`config.mk`:
```
export PLATFORM = sky130hd
export DESIGN_NAME = lokzr_window_acc
export DESIGN_NICKNAME = d
export VERILOG_FILES = /design/src/design/lokzr_pkg.sv /design/src/design/lokzr_window_acc.sv
export SDC_FILE = /design/constraint.sdc
export NUM_CORES = 1
export LEC_CHECK = 0
export BUFFER_PORTS_ARGS = -buffer_cell sky130_fd_sc_hd__buf_2
export CAP_MARGIN = 20
export CORE_MARGIN = 1
export CORE_UTILIZATION = 55
export DETAILED_ROUTE_END_ITERATION = 10
export MAX_ROUTING_LAYER = met4
export PLACE_DENSITY_LB_ADDON = 0.3
export SYNTH_ARGS = -nofsm -noshare
export SYNTH_HDL_FRONTEND = slang
export SYNTH_SLANG_ARGS = --single-unit
export TNS_END_PERCENT = 5
```
`constraint.sdc`:
```
create_clock -name i_clk -period 6.75 [get_ports i_clk]
set_input_delay 0.675 -clock i_clk [delete_from_list [all_inputs] [get_ports i_clk]]
set_output_delay 0.675 -clock i_clk [all_outputs]
set_load 0.01 [all_outputs]
```
`src/design/lokzr_pkg.sv`:
```
// ----------------------------------------------------------------------------
// lokzr_pkg
// Shared types and constants for the longest-ones span block: push control
// bundle between the run tracker and the window accumulator, and the
// configuration register map.
// ----------------------------------------------------------------------------
package lokzr_pkg;

    // Result width on the output stream
    localparam int OUT_W = 17;

    // Configuration register map
    localparam int APB_ADDR_W = 2;
    localparam int APB_DATA_W = 32;
    localparam int CFG_K_W    = 8;

    localparam logic [APB_ADDR_W-1:0] REG_ZERO_RUNS_ALLOWED = 2'd0;
    localparam logic [CFG_K_W-1:0]    K_RESET               = 8'd1;

    // Control for one closed run pushed into the ring
    typedef struct packed {
        logic valid;   // a run is pushed this cycle
        logic is_one;  // the run is a one-run
        logic last;    // final push of the frame
        logic drop;    // window is full, oldest run leaves
    } t_push_ctl;

endpackage

```
`src/design/lokzr_window_acc.sv`:
```
// ----------------------------------------------------------------------------
// lokzr_window_acc
// Window accumulator: adds each pushed run, subtracts the oldest run read
// back from the ring when the window is full, tracks the best total at
// one-run closes and holds the frame result in the output register.
// ----------------------------------------------------------------------------
module lokzr_window_acc #(
    parameter int MAX_LEN = 65536,
    parameter int MAX_K   = 255
) (
    input  logic                                  i_clk,
    input  logic                                  i_rst_n,
    input  logic                                  i_en,
    input  lokzr_pkg::t_push_ctl                  i_ctl,
    input  logic [$clog2(MAX_LEN+1)-1:0]          i_len,
    input  logic [$clog2(MAX_LEN+1)-1:0]          i_old,
    output logic                                  o_stall,
    output logic                                  o_valid,
    input  logic                                  i_ready,
    output logic [lokzr_pkg::OUT_W-1:0]           o_span
);
    import lokzr_pkg::*;

    localparam int    DEPTH  = 2 * MAX_K + 1;
    localparam int    LEN_W  = $clog2(MAX_LEN + 1);
    localparam longint WT_MAX = longint'(DEPTH) * longint'(MAX_LEN);
    localparam int    WT_W   = $clog2(WT_MAX + 1);

    t_push_ctl        r_ctl;
    logic [LEN_W-1:0] r_len;
    logic [WT_W-1:0]  r_wt, n_wt;
    logic [WT_W-1:0]  r_best, n_best;
    logic [WT_W-1:0]  best_sat;
    logic             r_o_valid;
    logic [OUT_W-1:0] r_o_span;
    logic             fire;

    // Hold the final push while the previous result is still unread
    assign o_stall = r_ctl.valid && r_ctl.last && r_o_valid && !i_ready;
    assign fire    = r_ctl.valid && i_en;

    always_comb begin
        n_wt = r_wt;
        if (r_ctl.drop) begin
            n_wt = r_wt - WT_W'(i_old);
        end
        n_wt = n_wt + WT_W'(r_len);
        n_best = r_best;
        if (r_ctl.is_one && (n_wt > r_best)) begin
            n_best = n_wt;
        end
        best_sat = (n_best > WT_W'(MAX_LEN)) ? WT_W'(MAX_LEN) : n_best;
    end

    always_ff @(posedge i_clk) begin
        if (!i_rst_n) begin
            r_ctl     <= '0;
            r_wt      <= '0;
            r_best    <= '0;
            r_o_valid <= 1'b0;
        end else begin
            if (i_en) begin
                r_ctl <= i_ctl;
            end
            if (fire) begin
                if (r_ctl.last) begin
                    r_wt   <= '0;
                    r_best <= '0;
                end else begin
                    r_wt   <= n_wt;
                    r_best <= n_best;
                end
            end
            if (fire && r_ctl.last) begin
                r_o_valid <= 1'b1;
            end else if (i_ready) begin
                r_o_valid <= 1'b0;
            end
        end
    end

    always_ff @(posedge i_clk) begin
        if (i_en) begin
            r_len <= i_len;
        end
        if (fire && r_ctl.last) begin
            r_o_span <= OUT_W'(best_sat);
        end
    end

    assign o_valid = r_o_valid;
    assign o_span  = r_o_span;

    a_best_covers_window: assert property (@(posedge i_clk) disable iff (!i_rst_n)
        fire && r_ctl.is_one && !r_ctl.last |=> r_best >= r_wt)
        else $error("best total below window total after one-run close");

    a_frame_clears: assert property (@(posedge i_clk) disable iff (!i_rst_n)
        fire && r_ctl.last |=> r_wt == '0 && r_best == '0 && r_o_valid)
        else $error("frame end did not clear totals or post a result");

    a_drop_within_total: assert property (@(posedge i_clk) disable iff (!i_rst_n)
        fire && r_ctl.drop |-> r_wt >= WT_W'(i_old))
        else $error("dropped run larger than window total");

endmodule

```
==> results.md <==
* CTS root buf: clkbuf_16
* Area delta synth->final at 39.01%
* TritonCTS Sinks at 89
* Final setup violation count at 12
* Antenna-violating nets left at 0
* CP dominant cell by count: ha_4
* Setup TNS at -0.3357 ns
* Internal Power at 1.182 mW
* Combinational power share at 40.5%
* Post-Place Cells at 1115
* Worst-Skew Late Latency at 0.36 ns
* Fin worst setup slack at -0.06324 ns
* Final slew viol count at 0
* GRT Residual Overflow at 0
* Fin cells at 1158
* CP max FO at 5
* Status: complete, but fails checks
* Period utilization at 100.9%
* Max_cap viols at 0
* Total Die Area at 13010 um^2
* Fmax at 0.1468 GHz
* Synth area leader: dfxtp_1
* Dpl hpwl at 15.52 mm
* Post-Syn Area at 6905 um^2
* Die Width at 114.1 um
* Largest net degree at the start of global routing at 56
* Failing checks: setup timing
* First-pass DRT Iterations at 5
* Syn avg cell area at 8.730 um^2
* Cell row count at 40
* GRT Overall Usage at 34.02%
* Req. time, crit path at 6.93 ns
* FF-to-FF setup slack at -0.03 ns
* Crit path kind: in2reg
* P per Cell Area at 190.7 nW/um^2
* Post-Place Cell Area at 8434 um^2
* FILL cells at 767
* Layout cells sized above 1 at 36.77%
* Synth warn at 0
* Crit. End Element: register
* Dominant cells by area after synthesis: dfxtp_1 (16%), edfxtp_1 (15%), ha_1 (11%)
* Sequential share of the synthesized area at 30.73%
* Most frequent cells in the layout: buf_4 (144), buf_2 (58), a21oi_1 (56)
* Min Tclk post-route at 6.813 ns
* Post-Synthesis Cells at 791
* #FFs+latches synth at 89
* Startpoint types: primary input
* Power Total at 1.831 mW
* DRC viols at 0
* Worst Hold Class: reg2reg
* NetSw at 0.6492 mW
* Leakage power at 3.974 nW
* Yosys top cell area share at 15.94%
* NumNets Final at 1089
* Htree depth at 3
* First-pass GRT wire length at 33.04 mm
* Leading cell type in the layout, fill and taps excluded: buf_4
* TritonCTS Buffers at 9
* Fin. Hold Viols at 0
* Main synth FF type: dfxtp_1
* Wire per inst at 19.82 um
* Seq pwr share at 32.7%
* Ant. Diodes at 0
* Slew @ Worst Pin at 0.8888 ns
* Worst slew margin at 40.75%
* Die Y at 114.1 um
* Drt total wl at 22.96 mm
* CP arrival at 6.99 ns
* Final Core Density at 79.26%
* Initial antenna violation count at 0
* Vias/cell at 6.148
* Detailed Route Iter0 Violations at 603
* PortBufs at 60
* VDD IR max at 0.1440 mV
* Net Count, Synth at 895
* Clk buf depth at 2
* Core Area at 12110 um^2
* Sw Ratio at 35.46%
* Vias in the first global route at 6593
* Ys async rst share at 0%
* Slowest CP cell: a221o_1
* Ports at 61
* CTS tree: built
* DR vias at 7119
* Power share of the clock group at 26.8%
* RSZ-0062 raised after global routing: yes
* Yosys cell types at 78
* Slowest stage delay, CP at 0.41 ns
* Initial Util at 57.01%
* Routability cong. at 0.9569
* Fin area at 9599 um^2
* Clk slew on worst S/H paths at 0.07 ns
* Post-synth EDFFs at 34
* Layout Skew at 0.01050 ns
==> worst paths after layout <==
path	startpoint	to	depth (start not counted)
setup / recovery	i_old[0]	o_span[7]$_SDFFCE_PN0P_	33
hold / removal	r_best[21]$_SDFFE_PN0P_	r_best[21]$_SDFFE_PN0P_	2
setup reg to reg	r_wt[0]$_SDFFE_PN0P_	o_span[7]$_SDFFCE_PN0P_	33
hold reg to reg	r_best[21]$_SDFFE_PN0P_	r_best[21]$_SDFFE_PN0P_	2
==> cell families (layout without fill, tap and decap cells) <==
| family | Yosys count | count (layout) | synth area share [%] |
|---|---|---|---|
| and+or+nand+nor | 257 | 257 | 20.86 |
| AOI/OAI and AO/OA | 231 | 231 | 23.45 |
| buffers and inverters | 92 | 291 | 5.237 |
| DFF | 89 | 89 | 30.73 |
| adders and majority gates | 62 | 62 | 11.45 |
| xor gates and xnor gates | 39 | 39 | 4.947 |
| muxes | 21 | 21 | 3.334 |
==> area by class of cell <==
class	instances	area, um^2	share of cell area, %
timing repair buffer	216	1583	16.49
clock buffer	9	225.2	2.346
multi-input combinational	610	5185	54.01
clock inverter	7	51.30	0.5344
sequential	89	2123	22.12
inverter	59	221.5	2.307
tap	168	210.2	2.190
==> worst max-delay path: cells and delay by family <==
family / cells / cell delay, ns
xor+xnor: 2 / 0.39
buf+inv: 5 / 0.79
simple gates: 11 / 1.93
compound gates: 10 / 1.84
fa+ha+maj: 4 / 1.09
mux: 1 / 0.28
==> power by group through the flow <==
stage | logic (mW) | clock network [mW] | registers (mW)
floorplan | 0.366 | 0 | 0.601
finish | 0.742 | 0.491 | 0.598
global placement | 0.573 | 0 | 0.608
CTS | 0.605 | 0.488 | 0.596
detailed placement | 0.586 | 0 | 0.608
global route | 0.792 | 0.509 | 0.599
==> repair_timing <==
action,CTS,global route
pin swaps,4,74
buffers inserted,8,17
resized for setup,12,114
hold endpoints to repair,0,0
setup endpoints to repair,17,42
cloned,0,2
hold buffers,0,0
==> flip-flops by register name, summed over array words and instances (netlist names) <==
register / count
o_span: 17
o_valid: 1
r_best: 25
r_ctl: 4
r_len: 17
r_wt: 25
==> synth_stat cells, types with 4 or more instances <==
| cell type | number |
|---|---|
| mux2_2 | 16 |
| nor2b_1 | 44 |
| a211oi_1 | 4 |
| a22oi_1 | 31 |
| mux2i_1 | 5 |
| ha_1 | 60 |
| nor4_2 | 11 |
| nand2b_1 | 4 |
| a21o_1 | 19 |
| nor3_1 | 13 |
| a21oi_1 | 67 |
| o21a_1 | 11 |
| dfxtp_1 | 55 |
| o211a_1 | 4 |
| nor2_1 | 47 |
| buf_2 | 4 |
| o21ai_0 | 32 |
| inv_1 | 59 |
| and3_1 | 7 |
| o211ai_1 | 7 |
| xor2_1 | 11 |
| edfxtp_1 | 34 |
| nand2_1 | 52 |
| nand4_1 | 10 |
| a31oi_1 | 6 |
| nand3_1 | 12 |
| nor4_1 | 12 |
| and2_1 | 23 |
| clkbuf_1 | 25 |
| xnor2_1 | 28 |
==> metal layers <==
layer	track usage, %	vias up	part of all wire (%)	wire length (um)
met5	-	-	0	0
met1	40.61	3374	40	9093
met2	56.12	356	49	11170
li1	-	3289	-	-
met4	15.24	0	4.7	1071
met3	6.141	100	7.1	1624
==> stage by stage <==
stage | hold WS, ns | worst slack [ns]
2_1_floorplan | 0.4308 | 0.01464
3_3_place_gp | 0.4381 | -0.3262
3_5_place_dp | 0.4576 | -0.5178
4_1_cts | 0.4673 | -0.1383
5_1_grt | 0.4839 | -0.2579
6_report | 0.4736 | -0.06324
Power figures use the tool's default switching activity.
