`config.mk`:
```
export PLATFORM = sky130hd
export DESIGN_NAME = lokzr_run_tracker
export DESIGN_NICKNAME = d
export VERILOG_FILES = /design/src/design/lokzr_pkg.sv /design/src/design/lokzr_run_tracker.sv
export SDC_FILE = /design/constraint.sdc
export NUM_CORES = 1
export LEC_CHECK = 0
export BUFFER_PORTS_ARGS = -buffer_cell sky130_fd_sc_hd__buf_2
export CAP_MARGIN = 20
export CORE_AREA = 2 2 79 96
export DETAILED_ROUTE_END_ITERATION = 10
export DIE_AREA = 0 0 81 98
export SETUP_SLACK_MARGIN = 0.1
export SYNTH_ARGS = -nofsm -noshare
export SYNTH_HDL_FRONTEND = slang
export SYNTH_SLANG_ARGS = --single-unit
```
`constraint.sdc`:
```
create_clock -name i_clk -period 4.85 [get_ports i_clk]
set_input_delay 1.455 -clock i_clk [delete_from_list [all_inputs] [get_ports i_clk]]
set_output_delay 1.455 -clock i_clk [all_outputs]
set_load 0.1 [all_outputs]
```
`src/design/lokzr_pkg.sv`:
```
// ----------------------------------------------------------------------------
// lokzr_pkg
// Shared types and constants for the longest-ones span block: push control
// bundle between the run tracker and the window accumulator, and the
// configuration register map.
// ----------------------------------------------------------------------------
package lokzr_pkg;

    // Result width on the output stream
    localparam int OUT_W = 17;

    // Configuration register map
    localparam int APB_ADDR_W = 2;
    localparam int APB_DATA_W = 32;
    localparam int CFG_K_W    = 8;

    localparam logic [APB_ADDR_W-1:0] REG_ZERO_RUNS_ALLOWED = 2'd0;
    localparam logic [CFG_K_W-1:0]    K_RESET               = 8'd1;

    // Control for one closed run pushed into the ring
    typedef struct packed {
        logic valid;   // a run is pushed this cycle
        logic is_one;  // the run is a one-run
        logic last;    // final push of the frame
        logic drop;    // window is full, oldest run leaves
    } t_push_ctl;

endpackage

```
`src/design/lokzr_run_tracker.sv`:
```
// ----------------------------------------------------------------------------
// lokzr_run_tracker
// Run-length encoder and ring addressing. While enabled, closes runs on bit
// changes, flushes the trailing runs at frame end, and issues one push per
// cycle with the ring read address of the oldest run when the window is full.
// ----------------------------------------------------------------------------
module lokzr_run_tracker #(
    parameter int MAX_LEN = 65536,
    parameter int MAX_K   = 255
) (
    input  logic                                   i_clk,
    input  logic                                   i_rst_n,
    input  logic                                   i_en,
    input  logic [lokzr_pkg::CFG_K_W-1:0]          i_k,
    input  logic                                   i_s_valid,
    output logic                                   o_s_ready,
    input  logic                                   i_bit,
    input  logic                                   i_last,
    output lokzr_pkg::t_push_ctl                   o_ctl,
    output logic [$clog2(MAX_LEN+1)-1:0]           o_len,
    output logic [$clog2(2*MAX_K+1)-1:0]           o_waddr,
    output logic [$clog2(2*MAX_K+1)-1:0]           o_raddr
);
    import lokzr_pkg::*;

    localparam int DEPTH = 2 * MAX_K + 1;
    localparam int AW    = $clog2(DEPTH);
    localparam int RUN_W = $clog2(DEPTH + 1);
    localparam int LEN_W = $clog2(MAX_LEN + 1);
    localparam int K_W   = $clog2(MAX_K + 1);

    typedef enum logic [1:0] {
        ST_RUN,
        ST_FLUSH_RUN,
        ST_FLUSH_ZERO
    } t_state;

    t_state           r_state, n_state;
    logic [AW-1:0]    r_wp, n_wp;
    logic [RUN_W-1:0] r_runs, n_runs;
    logic             r_cur_bit, n_cur_bit;
    logic [LEN_W-1:0] r_cur_len, n_cur_len;

    logic [K_W-1:0]   k_eff;
    logic [RUN_W-1:0] win;
    logic             accept;
    logic             push;
    logic             clear;
    logic             drop;
    logic [RUN_W:0]   wp_x;
    logic [RUN_W:0]   runs_x;
    logic [AW-1:0]    wp_inc;

    assign accept    = i_s_valid && o_s_ready;
    assign o_s_ready = i_en && (r_state == ST_RUN);

    always_comb begin
        if (32'(i_k) > MAX_K) begin
            k_eff = K_W'(MAX_K);
        end else begin
            k_eff = K_W'(i_k);
        end
    end

    assign win  = RUN_W'({k_eff, 1'b1});
    assign drop = (r_runs >= win);

    // Oldest run sits r_runs entries behind the write pointer
    assign wp_x   = (RUN_W+1)'(r_wp);
    assign runs_x = (RUN_W+1)'(r_runs);
    always_comb begin
        if (wp_x >= runs_x) begin
            o_raddr = AW'(wp_x - runs_x);
        end else begin
            o_raddr = AW'(wp_x + (RUN_W+1)'(DEPTH) - runs_x);
        end
    end

    assign wp_inc  = (r_wp == AW'(DEPTH - 1)) ? '0 : r_wp + 1'b1;
    assign o_waddr = r_wp;

    always_comb begin
        n_state   = r_state;
        n_cur_bit = r_cur_bit;
        n_cur_len = r_cur_len;
        push      = 1'b0;
        clear     = 1'b0;
        o_len     = r_cur_len;
        o_ctl     = '0;
        o_ctl.is_one = r_cur_bit;
        o_ctl.drop   = drop;

        case (r_state)
            ST_RUN: begin
                if (accept) begin
                    if (i_bit != r_cur_bit) begin
                        push      = 1'b1;
                        n_cur_bit = i_bit;
                        n_cur_len = LEN_W'(1);
                    end else if (r_cur_len < LEN_W'(MAX_LEN)) begin
                        n_cur_len = r_cur_len + 1'b1;
                    end
                    if (i_last) begin
                        n_state = ST_FLUSH_RUN;
                    end
                end
            end
            ST_FLUSH_RUN: begin
                push       = 1'b1;
                o_ctl.last = r_cur_bit;
                if (r_cur_bit) begin
                    clear = 1'b1;
                end else begin
                    n_state = ST_FLUSH_ZERO;
                end
            end
            ST_FLUSH_ZERO: begin
                // Frame ended on a zero: close it with an empty one-run
                push         = 1'b1;
                o_len        = '0;
                o_ctl.is_one = 1'b1;
                o_ctl.last   = 1'b1;
                clear        = 1'b1;
            end
            default: begin
                n_state = ST_RUN;
            end
        endcase

        o_ctl.valid = push && i_en;

        n_wp   = r_wp;
        n_runs = r_runs;
        if (push) begin
            n_wp = wp_inc;
            if (!drop) begin
                n_runs = r_runs + 1'b1;
            end
        end
        if (clear) begin
            n_state   = ST_RUN;
            n_wp      = '0;
            n_runs    = '0;
            n_cur_bit = 1'b1;
            n_cur_len = '0;
        end
    end

    always_ff @(posedge i_clk) begin
        if (!i_rst_n) begin
            r_state   <= ST_RUN;
            r_wp      <= '0;
            r_runs    <= '0;
            r_cur_bit <= 1'b1;
            r_cur_len <= '0;
        end else if (i_en) begin
            r_state   <= n_state;
            r_wp      <= n_wp;
            r_runs    <= n_runs;
            r_cur_bit <= n_cur_bit;
            r_cur_len <= n_cur_len;
        end
    end

    a_runs_bounded: assert property (@(posedge i_clk) disable iff (!i_rst_n)
        r_runs <= RUN_W'(DEPTH))
        else $error("window run count exceeds ring depth");

    a_last_starts_flush: assert property (@(posedge i_clk) disable iff (!i_rst_n)
        accept && i_last |=> r_state == ST_FLUSH_RUN)
        else $error("frame end did not start the flush");

endmodule

```
==> flow_summary.json, run 1 <==
{
  "synthToLayoutAreaGrowth_pct": 22.33,
  "synth-xor-area-share": 0.07347,
  "power_uw": 1202,
  "die_area_um2": 7938,
  "crit_cells": 10,
  "ff2ff_setup_slack_ns": 1.97,
  "hold_viol": 0,
  "cts-htree-levels": 2,
  "critPathArrivalTime_ns": 3.12,
  "drt-total-wl_um": 7317,
  "ys_warn_count": 0,
  "die_w_um": 81,
  "synth.distinct_cells": 58,
  "crit_path_max_fanout": 9,
  "synth.cell_area_um2": 2980,
  "diodes": 0,
  "min_path_type": "flip-flop to flip-flop",
  "period_share": 0.9442,
  "slew_headroom": 0.4668,
  "worstRegToRegCells": 9,
  "synth_compound_area_frac": 0.1914,
  "slew_viol_final": 0,
  "start_kind": "flip-flop",
  "critical_path_class": "flip-flop to output pin",
  "start_util": 0.4220,
  "synthSimpleGateAreaFrac": 0.2737,
  "r2r-end": "r_cur_len[9]$_SDFFE_PN0P_",
  "setup_viol": 0,
  "path_clk_slew_ns": 0.08,
  "hold_start": "r_runs[6]$_SDFFE_PN0P_",
  "cpMaxStageDelayCell": "ha_1",
  "hold_end": "r_runs[6]$_SDFFE_PN0P_",
  "drive_above_1_share": 0.2295,
  "rsz0062_at_grt": "yes",
  "tightestPinTransition_ns": 0.7914,
  "finalNonFillerCells": 517,
  "cts.sink_count": 38,
  "place.detailed.hpwl_um": 5662,
  "post-place-ws_ns": 0.2596,
  "end_kind": "output pin",
  "drc": 0,
  "leakage_uw": 0.001680,
  "cp.required_ns": 3.39,
  "die_h_um": 98,
  "synth_seq_cells": 38,
  "grt_pass1_wl_um": 12740,
  "ff_latch_area_um2": 773.2,
  "cp_top_family": "compound AO/OA/AOI/OAI gates",
  "worstSkewPairLatency_ns": 0.30,
  "vdd_drop_max_mv": 0.2220,
  "synth_mux_area_frac": 0.01343,
  "vias_per_cell": 5.441,
  "synth_ff_type": "dfxtp_1",
  "syn_inst": 373,
  "path_buf_inv": 2,
  "slowest_delay_ns": 0.49,
  "fill_cells": 717,
  "cts_tree": "done",
  "grt.total_usage": 0.1979,
  "ioPinCount": 54,
  "wl_per_cell_um": 14.15,
  "timing.fmax_ghz": 0.2184,
  "power_density_nw_per_um2": 329.6,
  "grt_max_degree": 21,
  "r2r_start": "r_state[0]$_SDFFE_PN0P_",
  "synth-adder-area-share": 0.1268,
  "layout_setup_ws_ns": 0.2705,
  "synth_nets": 416,
  "antenna_found_initial": 0,
  "num_vias": 2813,
  "maxCapViolCount": 0,
  "multi_input_area_um2": 2142,
  "avgSynthCellArea_um2": 7.990,
  "crit_chain": "inv_1, ha_1, nand2_1, o21ai_0, a2111oi_2, a2bb2oi_2, a221o_1, a21oi_2, xnor2_4, buf_12",
  "coreArea_um2": 7062,
  "synth_enable_flop_cells": 0,
  "drt_iter0_markers": 102,
  "portBuffers": 53,
  "nets": 469,
  "tns_ns": 0,
  "place_congestion": 0.8084,
  "hold_buffers": 0,
  "async_flop_share": 0,
  "overflow": 0,
  "min_delay_path_depth": 2,
  "synth_top_family_by_area": "simple AND/OR/NAND/NOR gates",
  "numCtsBuffers": 5,
  "grt_pass1_vias": 2773,
  "cts_buffer_depth": 2,
  "clock_skew_ns": 0.004980,
  "drt_pass1_iterations": 4,
  "cts_root_buffer": "clkbuf_8",
  "synth-seq-area-share": 0.2552,
  "placementRows": 34,
  "min_period_ns": 4.580,
  "dpl.cell_count": 507,
  "outcome": "completed",
  "ant_nets": 0
}
==> per-layer routing <==
metal / up-vias / share of wire / track usage / wire, µm
met1: 1289 / 0.42 / 0.2304 / 3084
met2: 83 / 0.50 / 0.3566 / 3679
met3: 20 / 0.044 / 0.02957 / 325
met5: - / 0 / 0 / 0
li1: 1421 / - / - / -
met4: 0 / 0.031 / 0.07432 / 227
==> cell type report <==
cell class | instances | share of cell area
sequential | 38 | 0.2121
clock buffer | 6 | 0.02265
multi-input combinational | 289 | 0.5875
timing repair buffer | 60 | 0.09746
tap | 90 | 0.03089
clock inverter | 2 | 0.01647
inverter | 32 | 0.03294
==> power breakdown <==
part           internal [µW]  switching (µW)  total, µW
clock                    220             120        340
sequential               319            10.9        330
combinational            157             375        531
==> cells by family (layout without fill, tap and decap cells) <==
family,after synthesis,in the layout
and+or+nand+nor,153,153
AOI/OAI and AO/OA,78,78
buffers and inverters,46,100
DFF,38,38
adders and majority gates,29,29
xor gates and xnor gates,25,25
muxes,4,4
==> registers in the layout (all words and copies together) (netlist names) <==
register / cells
r_runs: 9
o_waddr: 9
r_state: 2
r_cur_bit: 1
r_cur_len: 17
==> cell usage in the layout, fill, tap and decap left out, types with 4 or more instances in the layout <==
| master | synthesis | routed |
|---|---|---|
| a21o_1 | 10 | 10 |
| a21oi_1 | 13 | 12 |
| and2_1 | 4 | 4 |
| and3_1 | 8 | 8 |
| and4_1 | 4 | 4 |
| buf_2 | 1 | 48 |
| buf_4 | 2 | 9 |
| clkbuf_8 | 0 | 6 |
| dfxtp_1 | 38 | 28 |
| dfxtp_2 | 0 | 10 |
| ha_1 | 27 | 26 |
| inv_1 | 31 | 31 |
| nand2_1 | 22 | 22 |
| nand3_1 | 23 | 23 |
| nand4_1 | 9 | 9 |
| nor2_1 | 34 | 34 |
| nor2b_1 | 24 | 24 |
| o21a_1 | 4 | 4 |
| o21ai_0 | 15 | 15 |
| xnor2_1 | 12 | 7 |
| xor2_1 | 13 | 11 |
==> worst max-delay path by stage <==
| stage | startpoint | to | slack, ns |
|---|---|---|---|
| after floorplan | o_waddr[4]$_SDFFE_PN0P_ | o_raddr[5] | 0.12 |
| after global placement | r_runs[6]$_SDFFE_PN0P_ | o_raddr[6] | 0.36 |
| after detailed placement | r_runs[5]$_SDFFE_PN0P_ | o_raddr[8] | 0.26 |
| after CTS | r_runs[5]$_SDFFE_PN0P_ | o_raddr[6] | 0.11 |
| after global routing | r_runs[2]$_SDFFE_PN0P_ | o_raddr[8] | 0.05 |
| final | r_runs[2]$_SDFFE_PN0P_ | o_raddr[6] | 0.27 |
==> Yosys cell counts (4+ instances only) <==
cell | instances | area, µm²
xnor2_1 | 12 | 105.1
nand2_1 | 22 | 82.58
ha_1 | 27 | 337.8
inv_1 | 31 | 116.4
clkbuf_1 | 9 | 33.78
mux2i_1 | 4 | 40.04
xor2_1 | 13 | 113.9
nand4_1 | 9 | 56.30
nor2_1 | 34 | 127.6
o21a_1 | 4 | 30.03
a21oi_1 | 13 | 65.06
nor2b_1 | 24 | 150.1
and4_1 | 4 | 35.03
and2_1 | 4 | 25.02
nor3_1 | 5 | 25.02
a21o_1 | 10 | 75.07
dfxtp_1 | 38 | 760.7
and3_1 | 8 | 50.05
nand3_1 | 23 | 115.1
o21ai_0 | 15 | 75.07
==> worst min-delay path: cells and delay by family (launching register included) <==
kind	cells	cell delay [ns]
flip-flops	1	0.35
AND/OR/NAND/NOR	2	0.12
==> stage by stage <==
step / instance area [µm²] / hold slack [ns] / utilization
after floorplan: 3093 / 0.4553 / -
after global placement: 3462 / 0.4840 / 0.4903
after detailed placement: 3462 / 0.5007 / 0.4903
after CTS: 3615 / 0.5154 / 0.5119
after global routing: 3646 / 0.5345 / 0.5163
final: 3646 / 0.5178 / 0.5163
==> timing repair <==
item                                   4_1_cts  5_1_grt
setup endpoints to repair                    2        6
endpoints found under the hold margin        0        0
gates resized for setup                      4        6
pin swaps                                    0        1
buffers inserted                             0        2
(Power assumes the default switching activity.)
==> inputs of run 2 (changes only) <==
==> constraint.sdc (replaced) <==
create_clock -name i_clk -period 4.85 [get_ports i_clk]
set_input_delay 1.455 -clock i_clk [delete_from_list [all_inputs] [get_ports i_clk]]
set_output_delay 1.455 -clock i_clk [all_outputs]
set_load 0.005 [all_outputs]
==> run 2 against run 1 <==
Non-clock buffer count down 4. Critical path depth stayed put. Sequential share of layout area rose by 1.2 points. Fmax up 0.69%. First-iteration DRC count rose by 8.8%. Global-route usage is 0.38 points lower. Power shrank 35%. Sequential power hardly changed. Combinational power fell by 59%. Clock power down 31%. Largest cell class unchanged. Largest power group is now registers.
==> flow_summary.json, run 2 (same netlist as run 1, synthesis figures left out) <==
{
  "outcome": "completed",
  "place_congestion": 0.8385,
  "critical_path_class": "flip-flop to output pin",
  "vdd_drop_max_mv": 0.1053,
  "swShare": 0.3122,
  "drive_above_1_share": 0.1655,
  "cts.sink_count": 38,
  "cts_tree": "done",
  "rsz0062_at_grt": "no",
  "portBuffers": 53,
  "ff_latch_area_um2": 760.7,
  "final_common_cell": "buf_2",
  "cts-htree-levels": 2,
  "worstSkewPairLatency_ns": 0.29,
  "finalNonFillerCells": 513,
  "period_share": 0.9378,
  "tightestPinTransition_ns": 0.6894,
  "ant_nets": 0,
  "ioPinCount": 54,
  "fill_cells": 748,
  "crit_chain": "inv_1, ha_1, a21o_1, a221o_1, a221oi_4, a2bb2oi_2, a221o_1, a21oi_1, xnor2_1, buf_2",
  "cp_common_cell": "a221o_1",
  "nets": 465,
  "grt_pass1_vias": 2743,
  "intPower_uw": 539.8,
  "slew_viol_final": 0,
  "synthToLayoutAreaGrowth_pct": 13.98,
  "start_kind": "flip-flop",
  "critPathArrivalTime_ns": 3.09,
  "setup_viol": 0,
  "multi_input_area_um2": 2024,
  "drt_pass1_iterations": 4,
  "cpMaxStageDelayCell": "dfxtp_1",
  "hold_viol": 0,
  "diodes": 0,
  "timing.fmax_ghz": 0.2199,
  "grt_max_degree": 21,
  "start_util": 0.4220,
  "largest_register_ffs": 17,
  "cp.required_ns": 3.39,
  "tns_ns": 0,
  "power.switching_uw": 245.0,
  "power_density_nw_per_um2": 231.0,
  "vias_per_cell": 5.462,
  "end_kind": "output pin",
  "cts_buffer_depth": 2,
  "maxCapViolCount": 0,
  "overflow": 0,
  "placementRows": 34,
  "dpl.cell_count": 505,
  "grt_pass1_wl_um": 12430,
  "layout_common_cells": "buf_2, dfxtp_1, nor2_1, inv_1, ha_1",
  "drt_iter0_markers": 111,
  "drt-total-wl_um": 7281,
  "place.detailed.hpwl_um": 5562,
  "path_clk_slew_ns": 0.08,
  "die_w_um": 81,
  "die_h_um": 98,
  "largest_register": "r_cur_len",
  "coreArea_um2": 7062,
  "p_seq_frac": 0.421,
  "drc": 0,
  "antenna_found_initial": 0,
  "leakage_uw": 0.001578,
  "die_area_um2": 7938,
  "grt.total_usage": 0.1941,
  "crit_path_max_fanout": 8,
  "slowest_delay_ns": 0.49,
  "numCtsBuffers": 5,
  "clock_skew_ns": 0.002979,
  "combPwrFrac": 0.280,
  "cts_root_buffer": "clkbuf_8",
  "wl_per_cell_um": 14.19,
  "slew_headroom": 0.5404,
  "min_path_type": "flip-flop to flip-flop",
  "min_period_ns": 4.548,
  "clkPwrFrac": 0.299,
  "num_vias": 2802
}
-- run 2: cell types whose count changed in the layout (fill, tap and decap cells not counted), sizes merged --
cell,change
buf,-3
clkinv,+1
bufinv,-2
-- run 2: final cells by class --
class / instances / area share
multi-input cells: 289 / 0.5959
flip-flops and latches: 38 / 0.2239
repair buffers: 56 / 0.08471
inverters: 32 / 0.03536
well taps: 90 / 0.03315
clock buffers: 7 / 0.02541
clock inverters: 1 / 0.001473
-- run 2: stage by stage --
stage | setup WS, ns | area (µm²) | util | hold WS [ns] | total power, µW
3_5_place_dp | 0.5044 | 3304 | 0.4679 | 0.4902 | 558.0
5_1_grt | 0.1698 | 3397 | 0.4810 | 0.5471 | 836.0
6_report | 0.3019 | 3397 | 0.4810 | 0.5030 | 784.8
3_3_place_gp | 0.5227 | 3304 | 0.4679 | 0.4849 | 553.8
2_1_floorplan | 0.7148 | 2980 | - | 0.4553 | 489.1
4_1_cts | 0.2858 | 3396 | 0.4809 | 0.5037 | 792.7
-- run 2: power groups by stage --
stage	Combinational [µW]	Clock, µW	Sequential, µW
after floorplan	154	0	335
after global placement	216	0	338
after detailed placement	220	0	338
after CTS	221	241	331
after global routing	250	254	332
final	219	235	331
-- run 2: per-layer routing --
metal	wire [µm]	vias to the layer above	GRT usage
met5	0	-	0
met4	132	0	0.06389
met3	319	11	0.02865
met2	3647	71	0.3433
met1	3182	1302	0.2363
li1	-	1418	-
-- run 2: timing repair --
item,in CTS,in global routing
hold buffers,0,0
setup endpoints to repair,0,2
setup buffers,0,0
gates resized for setup,0,1
endpoints found under the hold margin,0,0
-- run 2: final timing paths --
path	slack [ns]	to	depth (start not counted)	start
worst max register to register	2.04	o_waddr[1]$_SDFFE_PN0P_	8	r_state[0]$_SDFFE_PN0P_
worst max-delay path	0.30	o_raddr[6]	10	r_runs[4]$_SDFFE_PN0P_
worst min register to register	0.50	r_runs[8]$_SDFFE_PN0P_	2	r_runs[8]$_SDFFE_PN0P_
worst min-delay path	0.50	r_runs[8]$_SDFFE_PN0P_	2	r_runs[8]$_SDFFE_PN0P_
-- run 2: worst max-delay path, delay by kind of cell, from the launching register on --
family / cells / cell delay, ns
buf+inv: 2 / 0.21
flops: 1 / 0.49
xor+xnor: 1 / 0.13
compound gates: 6 / 1.60
fa+ha+maj: 1 / 0.38
==> inputs of run 3 (changes only) <==
==> constraint.sdc (replaced) <==
create_clock -name i_clk -period 4.85 [get_ports i_clk]
set_input_delay 1.455 -clock i_clk [delete_from_list [all_inputs] [get_ports i_clk]]
set_output_delay 1.455 -clock i_clk [all_outputs]
set_load 0.02 [all_outputs]
==> run 3 against run 2 <==
Clock power down 7%. Hold slack worse by 0.011 ns. Global-route usage down 0.82 points. Critical path depth unchanged. Non-clock buffer count unchanged. Wire length down 3.0%. Register-to-register slack about the same. Clock-buffer cell count down 1. Cell area down 0.22%. Sequential power about the same. Flip-flop and latch count unchanged. Cell count down 0.39%. Critical path type unchanged. Largest cell class unchanged.
==> flow_summary.json, run 3 (same netlist as run 1, synthesis figures left out) <==
{
  "place.detailed.hpwl_um": 5444,
  "ant_nets": 0,
  "die_h_um": 98,
  "drc": 0,
  "r2r_start": "r_state[0]$_SDFFE_PN0P_",
  "post-place-ws_ns": 0.4523,
  "tns_ns": 0,
  "cp-startpoint": "r_runs[5]$_SDFFE_PN0P_",
  "largest_register_ffs": 17,
  "coreArea_um2": 7062,
  "largest_register": "r_cur_len",
  "cts.sink_count": 38,
  "leakage_uw": 0.001573,
  "critical_path_class": "flip-flop to output pin",
  "utilization": 0.4800,
  "grt_pass1_wl_um": 11830,
  "grt_pass1_vias": 2623,
  "num_vias": 2733,
  "maxCapViolCount": 0,
  "overflow": 0,
  "die_w_um": 81,
  "wl_per_cell_um": 13.82,
  "rsz0062_at_grt": "no",
  "synthToLayoutAreaGrowth_pct": 13.73,
  "min_period_ns": 4.543,
  "cts_buffer_depth": 2,
  "clock_skew_ns": 0.006688,
  "drt-total-wl_um": 7061,
  "antenna_found_initial": 0,
  "tightestPinTransition_ns": 0.6900,
  "hold_start": "r_runs[8]$_SDFFE_PN0P_",
  "layout_setup_ws_ns": 0.3071,
  "outcome": "completed",
  "drt_iter0_markers": 148,
  "drt_pass1_iterations": 4,
  "placementRows": 34,
  "clkPwrFrac": 0.270,
  "numCtsBuffers": 5,
  "power.switching_uw": 270.1,
  "cp.required_ns": 3.39,
  "cts-htree-levels": 2,
  "end_kind": "output pin",
  "final_common_cell": "buf_2",
  "fill_cells": 739,
  "slew_headroom": 0.5400,
  "layout_common_cells": "buf_2, dfxtp_1, nor2_1, inv_1, ha_1",
  "swShare": 0.3353,
  "crit_path_max_fanout": 8,
  "worstSkewPairLatency_ns": 0.29,
  "setup_viol": 0,
  "vdd_drop_max_mv": 0.1187,
  "cts_tree": "done",
  "ioPinCount": 54,
  "portBuffers": 53,
  "finalNonFillerCells": 511,
  "path_clk_slew_ns": 0.08,
  "intPower_uw": 535.5,
  "place_congestion": 0.8381,
  "min_path_type": "flip-flop to flip-flop",
  "timing.fmax_ghz": 0.2201,
  "critPathArrivalTime_ns": 3.09,
  "hold_buffers": 0,
  "hold_viol": 0,
  "diodes": 0,
  "slew_viol_final": 0,
  "whs_ns": 0.4922,
  "die_area_um2": 7938,
  "cts_root_buffer": "clkbuf_8",
  "vias_per_cell": 5.348,
  "power_density_nw_per_um2": 237.7,
  "period_share": 0.9367,
  "post-cts-setup-buffers": 0,
  "start_kind": "flip-flop",
  "drive_above_1_share": 0.1663,
  "nets": 465,
  "p_seq_frac": 0.411,
  "grt_max_degree": 21,
  "grt.total_usage": 0.1859,
  "post_cts_resized": 0,
  "start_util": 0.4220,
  "dpl.cell_count": 505,
  "combPwrFrac": 0.319
}
## run 3: cell count changes in the layout (fill, tap and decap cells not counted), sizes merged
cell,delta
clkinv,-1
clkbuf,-1
## run 3: critical path, cell delays in order, from the launching register on
cell       delay (ns)
dfxtp_1          0.47
inv_1            0.07
ha_1             0.39
and4_1           0.24
a221o_1          0.35
a221oi_4         0.29
a2bb2oi_2        0.14
a221o_1          0.36
a21oi_1          0.17
xnor2_1          0.13
buf_2            0.18
## run 3: path summary, 6_finish.rpt
kind,endpoint,slack [ns],cells after the start
max,o_raddr[6],0.31,10
min,r_runs[8]$_SDFFE_PN0P_,0.49,2
max reg2reg,o_waddr[1]$_SDFFE_PN0P_,2.04,8
min reg2reg,r_runs[8]$_SDFFE_PN0P_,0.49,2
## run 3: cell type report
type / count / area, µm² / share of cell area
inverters: 32 / 120.1 / 0.03544
clock buffers: 6 / 82.58 / 0.02436
flip-flops and latches: 38 / 762.0 / 0.2248
repair buffers: 56 / 287.8 / 0.08490
well taps: 90 / 112.6 / 0.03322
multi-input cells: 289 / 2024 / 0.5973
## run 3: metal layers
layer	GRT usage	vias up	wire length (µm)
met4	0.06258	0	91
met2	0.3306	67	3534
met1	0.2197	1251	3039
met3	0.03420	6	397
met5	0	-	0
li1	-	1409	-
## run 3: power by group through the flow
stage	clock (µW)	combinational, µW	sequential, µW
4_1_cts	226	259	331
3_5_place_dp	0	258	338
5_1_grt	238	287	332
6_report	218	257	331
2_1_floorplan	0	189	338
3_3_place_gp	0	255	338
## run 3: per-stage QoR
step	instance area [µm²]	total power, µW
floorplan	2980	527.2
global placement	3304	592.7
detailed placement	3304	595.8
CTS	3387	815.0
global route	3390	857.0
finish	3390	805.6
